$ cat config.mk
export PLATFORM = sky130hd
export DESIGN_NAME = rpc_ctrl
export DESIGN_NICKNAME = d
export VERILOG_FILES = /design/src/sv/rpc_pkg.sv /design/src/sv/rpc_ctrl.sv
export SDC_FILE = /design/constraint.sdc
export NUM_CORES = 1
export LEC_CHECK = 0
export BUFFER_PORTS_ARGS = -buffer_cell sky130_fd_sc_hd__buf_2
export CAP_MARGIN = 20
export CORE_AREA = 2 2 39 41
export DETAILED_ROUTE_END_ITERATION = 6
export DIE_AREA = 0 0 41 43
export PLACE_DENSITY_LB_ADDON = 0.05
export SLEW_MARGIN = 20
export SYNTH_ARGS = -nofsm -noshare
export SYNTH_HDL_FRONTEND = slang
export SYNTH_SLANG_ARGS = --single-unit
$ cat constraint.sdc
create_clock -name clk -period 1.1 [get_ports clk]
set_input_delay 0.165 -clock clk [delete_from_list [all_inputs] [get_ports clk]]
set_output_delay 0.165 -clock clk [all_outputs]
set_load 0.005 [all_outputs]
$ cat src/sv/rpc_pkg.sv
// Shared types and constants for the centroid rotation block.
`default_nettype none
package rpc_pkg;
  localparam int CoordW = 16;
  localparam int SumW = 23;
  localparam int OutW = 22;
  localparam int DivW = 24;

  typedef enum logic [2:0] {
    ST_LOAD,
    ST_DIV,
    ST_EMIT_RD,
    ST_EMIT_MUL,
    ST_EMIT_OUT
  } rpc_state_t;

  typedef enum logic {
    CFG_COS = 1'b0,
    CFG_SIN = 1'b1
  } rpc_cfg_idx_t;

  // Commands from the controller to the datapath.
  typedef struct packed {
    logic load;
    logic div_start;
    logic emit_rd;
    logic emit_mul;
    logic out_load;
    logic clear;
  } rpc_cmd_t;

  // Status from the datapath to the controller.
  typedef struct packed {
    logic div_done;
    logic rd_last;
    logic empty;
  } rpc_sts_t;
endpackage
`default_nettype wire

$ cat src/sv/rpc_ctrl.sv
// Controller state machine: load, divide, emit.
`default_nettype none
module rpc_ctrl (
  input  wire logic            clk,
  input  wire logic            rst,
  input  wire logic            in_valid,
  input  wire logic            in_last,
  output logic                 in_stall,
  output logic                 out_valid,
  input  wire logic            out_stall,
  output rpc_pkg::rpc_cmd_t    cmd,
  input  wire rpc_pkg::rpc_sts_t sts
);
  import rpc_pkg::*;

  rpc_state_t state, state_next;
  logic       out_full, out_full_next;
  logic       was_last, was_last_next;
  logic       in_acc;

  assign in_acc = in_valid && !in_stall;

  always_comb begin
    state_next = state;
    unique case (state)
      ST_LOAD: if (in_acc && in_last) state_next = ST_DIV;
      ST_DIV: begin
        if (sts.empty) state_next = ST_LOAD;
        else if (sts.div_done) state_next = ST_EMIT_RD;
      end
      ST_EMIT_RD: state_next = ST_EMIT_MUL;
      ST_EMIT_MUL: state_next = ST_EMIT_OUT;
      ST_EMIT_OUT: begin
        if (!out_full || !out_stall) state_next = was_last ? ST_LOAD : ST_EMIT_RD;
      end
      default: state_next = ST_LOAD;
    endcase
  end

  always_comb begin
    cmd = '0;
    in_stall = (state != ST_LOAD);
    out_full_next = out_full && out_stall;
    was_last_next = was_last;
    unique case (state)
      ST_LOAD: cmd.load = in_acc;
      ST_DIV: begin
        cmd.div_start = 1'b0;
        cmd.clear = sts.empty;
      end
      ST_EMIT_RD: begin
        cmd.emit_rd = 1'b1;
        was_last_next = sts.rd_last;
      end
      ST_EMIT_MUL: cmd.emit_mul = 1'b1;
      ST_EMIT_OUT: begin
        if (!out_full || !out_stall) begin
          cmd.out_load = 1'b1;
          out_full_next = 1'b1;
          cmd.clear = was_last;
        end
      end
      default: ;
    endcase
    if (state == ST_LOAD && in_acc && in_last) cmd.div_start = 1'b1;
  end

  assign out_valid = out_full;

  always_ff @(posedge clk) begin
    if (rst) begin
      state <= ST_LOAD;
      out_full <= 1'b0;
      was_last <= 1'b0;
    end else begin
      state <= state_next;
      out_full <= out_full_next;
      was_last <= was_last_next;
    end
  end

  a_load_only: assert property (@(posedge clk) disable iff (rst)
    cmd.load |-> state == ST_LOAD) else $error("load outside LOAD");
  a_out_hold: assert property (@(posedge clk) disable iff (rst)
    out_valid && out_stall |=> out_valid) else $error("result lost");
  a_no_accept: assert property (@(posedge clk) disable iff (rst)
    state != ST_LOAD |-> in_stall) else $error("accept while busy");
endmodule
`default_nettype wire

==> results.md, run 1 <==
- The post-synth net total is 43.
- The worst-case IR drop observed on VDD is 0.452 mV.
- The number of endpoints failing setup at the final stage is 9.
- The final period demand of the worst path is 1.36 ns.
- In the synthesized netlist, the number of instances is 35.
- The die footprint is 1760 µm².
- Setup repair after global routing could not meet its margin everywhere.
- The total grt overflow is 0.
- For this run, the detailed router's first-pass iteration total came to 4.
- The number of global-route vias before repair is 302.
- STA puts the critical path data required time at 0.94 ns.
- The initial antenna violation count came to 0.
- The number of core rows is 14.
- After floorplanning, the core was sized to cover 1380 µm².
- The smallest hold slack is 0.151 ns.
- The worst slew margin relative to its limit is 78.1%.
- The number of nets with antenna violations after routing is 0.
- Across the routed clock network, the largest skew measured is 0.00467 ns.
- The first-iteration detailed-routing DRC count is 7.
- The number of violations of the max-capacitance limit is 0.
- The run finished, with violations left.
- The CTS buffer count is 3.
- After legalization and detailed placement, the total HPWL measured 614 µm.
- 0 antenna diodes ended up in the layout.
- The placement-stage worst setup slack is -0.132 ns.
- The floorplan die width is 41 µm.
- The clock latency on the worst-skew pair is 0.25 ns.
- The number of vias in the routed layout is 368.
- TritonCTS built the clock tree.
- For this run, design rule violations remaining after detail routing come to 0.
- The biggest fanout along the worst timing path is 7.
- The number of library cell types mapped by synthesis is 19.
- During I/O placement, the number of pins put on the boundary was 16.
- The wire length of the first global-routing pass is 1250 µm.
- The total number of H-tree levels is 1.
- The most common cell after layout, fill and taps aside is sky130_fd_sc_hd__buf_2.
- Leaving out fill and tap cells, the most frequent cells in the layout are 15 x sky130_fd_sc_hd__buf_2, 6 x sky130_fd_sc_hd__buf_4, 5 x sky130_fd_sc_hd__a21oi_1, 4 x sky130_fd_sc_hd__nand2_1.
- The number of synthesized register bits is 5.
- The root buffer cell chosen for the clock tree is sky130_fd_sc_hd__clkbuf_4.
- The checks that failed: setup timing.
- The final wirelength is 906 µm.
- The number of synthesized flops with an enable pin is 0.
- The post-synthesis cell area is 295 µm².
- The Yosys warning count is 0.
- The async set-or-reset flop fraction in the synthesized netlist is 0%.
- At the worst endpoint, the arrival time is 1.19 ns.
- The layout overhead on the synthesized area is 64.0%.
- The classification of the worst-slack hold path is in2reg.
- The share of cells above drive strength 1 is 56.7%.
- Across every metal layer, demand over resource in global routing totals 10.7%.
- The count of final hold-check violations is 0.
- The number of nets in the layout is 69.
- The capturing element type of the critical path is an output port.
- The number of hold buffers added after CTS is 0.
- Dividing the detail-routed via count by the number of cells gives 4.84.
- The maximum count of clock buffers along a single path is 2.
- The kind of critical path is reg2out.
- The post-route clock period utilization is 123%.
- The launching element type of the critical path is a register.
- The slack of the worst reg-to-reg path is -0.08 ns.
- For this run, the register share of the synthesized area comes to 33.9%.
- In the final routed layout, each cell accounts on average for 11.9 µm.
- The vertical die dimension is 43 µm.
- After clock tree synthesis, the clock-pin slew on the worst setup and hold paths is 0.05 ns.
- During placement, the flow inserted port buffers numbering 15.
- In the synthesized netlist the dominant register cell turns out to be sky130_fd_sc_hd__dfxtp_1.
- The cell area power density is 1010 nW/µm².
- For the pin with the worst max-slew slack, the measured transition is 0.325 ns.
- The peak clock frequency supported by timing is 738 MHz.
- The synthesized area per cell is 8.44 µm².
- For this configuration, the core starts out at a cell density of 21.3%.
- After layout, the worst setup slack is -0.256 ns.
- Entering global routing, the biggest net connects 9 pins.
- The count of pins over their slew limit came to 0.
- The leakage power is 0.000223 µW.
- The placer's final routability congestion estimate is 0.750.
- The number of sinks on the clock net is 5.
-- stage by stage --
step | TNS, ns | area, µm² | total power (µW) | std cells | util (%)
2_1_floorplan | 0 | 305 | 232 | 35 | -
3_3_place_gp | -0.260 | 408 | 276 | 67 | 29.5
3_5_place_dp | -0.343 | 408 | 275 | 67 | 29.5
4_1_cts | -1.35 | 469 | 497 | 74 | 33.9
5_1_grt | -1.85 | 484 | 514 | 76 | 35.0
6_report | -1.32 | 484 | 489 | 76 | 35.0
-- power breakdown --
part	total, µW	switching, µW	internal, µW
logic	81.4	36.6	44.7
registers	189	6.98	182
clock network	218	80.9	137
total	489	125	364
-- synth_stat cells, drive strengths merged (2+ instances only) --
| cell | instances | area (µm²) |
|---|---|---|
| inv | 2 | 7.51 |
| dfxtp | 5 | 100 |
| nor2 | 5 | 18.8 |
| nand2 | 4 | 15.0 |
| a21oi | 5 | 25.0 |
-- flip-flops by register name, indices dropped and copies added, names as in the netlist --
name / cells
state: 3
out_valid: 1
was_last: 1
-- path summary, 6_finish.rpt --
kind / start / to / depth (start not counted)
worst min-delay path: rst / state[0]$_SDFFE_PP0P_ / 2
worst max register to register: state[0]$_SDFFE_PP0P_ / was_last$_SDFFE_PP0P_ / 5
worst max-delay path: state[0]$_SDFFE_PP0P_ / cmd[4] / 3
worst min register to register: was_last$_SDFFE_PP0P_ / was_last$_SDFFE_PP0P_ / 2
-- repair_timing --
action,4_1_cts,5_1_grt
hold endpoints to repair,0,0
pin swaps,3,2
buffers inserted,3,2
endpoints found under the setup margin,10,10
resized for setup,6,0
-- kinds of logic (layout without fill, tap and decap cells) --
family	after synthesis	count (layout)	synth area share [%]
mux	1	1	3.39
compound gates	10	10	25.0
flops	5	5	33.9
buf+inv	3	28	5.09
simple gates	16	16	32.6
-- worst max-delay path: stages (launching register included) --
cell and delay [ns]:
sky130_fd_sc_hd__dfxtp_2 0.35, sky130_fd_sc_hd__or3_4 0.41, sky130_fd_sc_hd__nor2_2 0.08, sky130_fd_sc_hd__buf_2 0.11
-- per-layer routing --
layer / vias to the layer above / GRT usage (%) / wire length [µm]
met4: 0 / 8.00 / 16
met1: 166 / 13.2 / 381
met5: - / 0 / 0
met2: 19 / 14.7 / 437
met3: 4 / 3.14 / 71
li1: 179 / - / -
-- layout make-up --
type	count	area (µm²)
Timing Repair Buffer	22	131
Multi-Input combinational cell	27	190
Clock buffer	4	26.3
Tap cell	16	20.0
Fill cell	164	900
Inverter	2	7.51
Sequential cell	5	109
Note: power is estimated with default switching activity, not from simulation.
==> run 2: changes to the inputs <==
--- a/config.mk
+++ b/config.mk
@@ -11,6 +11,7 @@
 export DETAILED_ROUTE_END_ITERATION = 6
 export DIE_AREA = 0 0 41 43
 export PLACE_DENSITY_LB_ADDON = 0.05
+export SKIP_CTS_REPAIR_TIMING = 1
 export SLEW_MARGIN = 20
 export SYNTH_ARGS = -nofsm -noshare
 export SYNTH_HDL_FRONTEND = slang
==> run 2 against run 1 <==
Net effect:
- the run still ends with setup timing left
- combinational power is 33% higher
- sequential share of layout area is 2.7 points lower
- setup slack worse by 0.0076 ns
- critical path type unchanged
- largest power group unchanged
==> results.md, run 2 (synthesized netlist as in run 1, its figures left out) <==
- The endpoint arrival time on the critical path is 1.20 ns (was 1.19 ns).
- The length of the first detailed-routing pass in iterations is 4 (unchanged).
- The number of violations of the max-capacitance limit was 0 (unchanged).
- The global routing usage summed across all routing layers was 10.5% (was 10.7%).
- The power share of the combinational group is 21.1% (was 16.7%).
- The share of cells above drive strength 1 is 68.8% (was 56.7%).
- Most used cells in the layout excluding fill and tap cells: 15 x sky130_fd_sc_hd__buf_2, 6 x sky130_fd_sc_hd__buf_4, 5 x sky130_fd_sc_hd__a21oi_1, 5 x sky130_fd_sc_hd__buf_6 (was 15 x sky130_fd_sc_hd__buf_2, 6 x sky130_fd_sc_hd__buf_4, 5 x sky130_fd_sc_hd__a21oi_1, 4 x sky130_fd_sc_hd__nand2_1).
- The cell total after placement came to 67 (unchanged).
- The count of pins over their slew limit came to 0 (unchanged).
- Unrepaired setup endpoints after global routing: true (unchanged).
- The worst clock skew on the final layout came to 0.00386 ns (was 0.00467 ns).
- The number of core rows came to 14 (unchanged).
- The critical path data required time is 0.94 ns (about the same).
- The worst setup slack after layout was -0.263 ns (was -0.256 ns).
- The wire length of the first global-routing pass is 1230 µm (was 1250 µm).
- The kind of critical path is reg2out (unchanged).
- The total grt overflow is 0 (unchanged).
- The core area was 1380 µm² (unchanged).
- Status: finished with violations (unchanged).
- The depth of the worst register-to-register path came to 6 (was 5).
- The CTS buffer count is 3 (unchanged).
- The initial antenna violation count is 0 (unchanged).
- The clock root buffer was sky130_fd_sc_hd__clkbuf_4 (unchanged).
- The die footprint is 1760 µm² (unchanged).
- The launching element type of the critical path is a register (unchanged).
- The CTS tree is built (unchanged).
- The via density per instance is 4.85 (was 4.84).
- The floorplan die width is 41 µm (unchanged).
- The number of endpoints failing setup at the final stage is 9 (unchanged).
- The average wire length per cell after detail routing is 12.6 µm (was 11.9 µm).
- The most common cell after layout, fill and taps aside is sky130_fd_sc_hd__buf_2 (unchanged).
- The final wirelength is 1010 µm (was 906 µm).
- The clock latency on the worst-skew pair came to 0.25 ns (about the same).
- The fraction of power spent switching nets was 26.0% (was 25.5%).
- The number of buffers inserted by port buffering came to 15 (unchanged).
- The classification of the worst-slack hold path is in2reg (unchanged).
- The vertical die dimension is 43 µm (unchanged).
- The maximum number of pins on one net before global-route repair is 12 (was 9).
- The number of top-level pins was 16 (unchanged).
- Chain of cells forming the critical path: or3_4, nor2_2, buf_2 (unchanged).
- The initial standard-cell utilization of the core is 21.3% (unchanged).
- The HPWL after detailed placement came to 614 µm (unchanged).
- The smallest hold slack is 0.168 ns (was 0.151 ns).
- The clock network fraction of design power is 42.6% (was 44.7%).
- The switching power was 133 µW (was 125 µW).
- The biggest fanout along the worst timing path is 4 (was 7).
- The placer's final routability congestion estimate is 0.750 (unchanged).
- The total number of H-tree levels was 1 (unchanged).
- The worst slew margin relative to its limit is 82.7% (was 78.1%).
- The peak clock frequency supported by timing is 733 MHz (was 738 MHz).
- The final cell count without fillers is 80 (was 76).
- The internal power is 377 µW (was 364 µW).
- The number of nets with antenna violations after routing is 0 (unchanged).
- The number of sinks on the clock net is 5 (unchanged).
- The count of final hold-check violations is 0 (unchanged).
- The layout overhead on the synthesized area is 92.8% (was 64.0%).
- The power share of the sequential group is 36.2% (was 38.6%).
- The number of diodes is 0 (unchanged).
- The register bank with the most flops is state (unchanged).
- The first-iteration detailed-routing DRC count is 3 (was 7).
- The capturing element type of the critical path is an output port (unchanged).
- The critical path's largest stage delay is 0.40 ns (was 0.41 ns).
- The start point of the worst min-delay path is rst (unchanged).
- The worst reg2reg path endpoint is was_last$_SDFFE_PP0P_ (unchanged).
- The leakage power is 0.000257 µW (was 0.000223 µW).
- The number of global-route vias before repair was 289 (was 302).
- The maximum ir drop on the vdd rail is 0.469 mV (was 0.452 mV).
- The total power is 510 µW (was 489 µW).
- The number of flip-flops under the largest register name was 3 (unchanged).
- The master of the slowest instance on the critical path is sky130_fd_sc_hd__or3_4 (unchanged).
- Violated checks: setup timing (unchanged).
- The final routed DRC violation total was 0 (unchanged).
- The launch point of the worst reg-to-reg path is state[0]$_SDFFE_PP0P_ (unchanged).
- The maximum count of clock buffers along a single path was 2 (unchanged).
- The placement-stage worst setup slack is -0.132 ns (unchanged).
- The clock transition time at the flip-flop clock pins of the worst setup and hold paths is 0.05 ns (about the same).
- The final period demand of the worst path is 1.36 ns (about the same).
- The post-route clock period utilization came to 124% (was 123%).
- The cell area power density was 897 nW/µm² (was 1010 nW/µm²).
- The transition time of the tightest slew-check pin was 0.259 ns (was 0.325 ns).
- The number of vias in the routed layout is 388 (was 368).
- The number of nets in the layout is 73 (was 69).
- The filler cell count in the final layout is 159 (was 164).
- The termination of the worst setup path is cmd[4] (unchanged).
- The slack of the worst reg-to-reg path was -0.18 ns (was -0.08 ns).
- The launching instance or port of the critical path is state[0]$_SDFFE_PP0P_ (unchanged).
==> run 2: cell types whose count changed in the layout (fill, tap and decap cells not counted), sizes merged <==
cell / change
buf: +4
==> run 2: power by group through the flow <==
stage	Sequential, µW	Combinational (µW)	Clock [µW]
2_1_floorplan	195	37.2	0
3_3_place_gp	196	80.5	0
3_5_place_dp	195	80.3	0
4_1_cts	192	80.7	228
5_1_grt	185	119	237
6_report	185	108	218
==> run 2: metrics by stage <==
step	setup TNS, ns	cell area [µm²]	util (%)
floorplan	0	305	-
global placement	-0.260	408	29.5
detailed placement	-0.343	408	29.5
CTS	-2.22	434	31.4
global route	-2.10	569	41.1
finish	-1.66	569	41.1
==> run 2: critical path: cells and delay by family, from the launching register on <==
kind                   cells  cell delay, ns
buffers and inverters      1            0.11
and+or+nand+nor            2            0.50
DFF                        1            0.34
==> run 2: cell type report <==
class                      count  area [µm²]  area share, %
inverter                       2        7.51           1.32
sequential                     5         113           19.8
tap                           16        20.0           3.52
timing repair buffer          26         176           31.0
clock buffer                   4        26.3           4.62
multi-input combinational     27         226           39.8
==> run 2: how the worst min path moves through the flow <==
| stage | to | depth (start not counted) |
|---|---|---|
| 3_3_place_gp | was_last$_SDFFE_PP0P_ | 3 |
| 5_1_grt | state[1]$_SDFFE_PP0P_ | 2 |
| 6_report | out_valid$_SDFF_PP0_ | 2 |
| 2_1_floorplan | out_valid$_SDFF_PP0_ | 1 |
| 4_1_cts | state[2]$_SDFFE_PP0P_ | 2 |
| 3_5_place_dp | out_valid$_SDFF_PP0_ | 2 |
==> run 2: per-layer routing <==
layer / vias to the layer above / GRT usage, % / wire, µm
li1: 188 / - / -
met1: 177 / 13.5 / 381
met2: 17 / 13.8 / 538
met3: 6 / 3.14 / 64
met4: 0 / 8.00 / 26
met5: - / 0 / 0
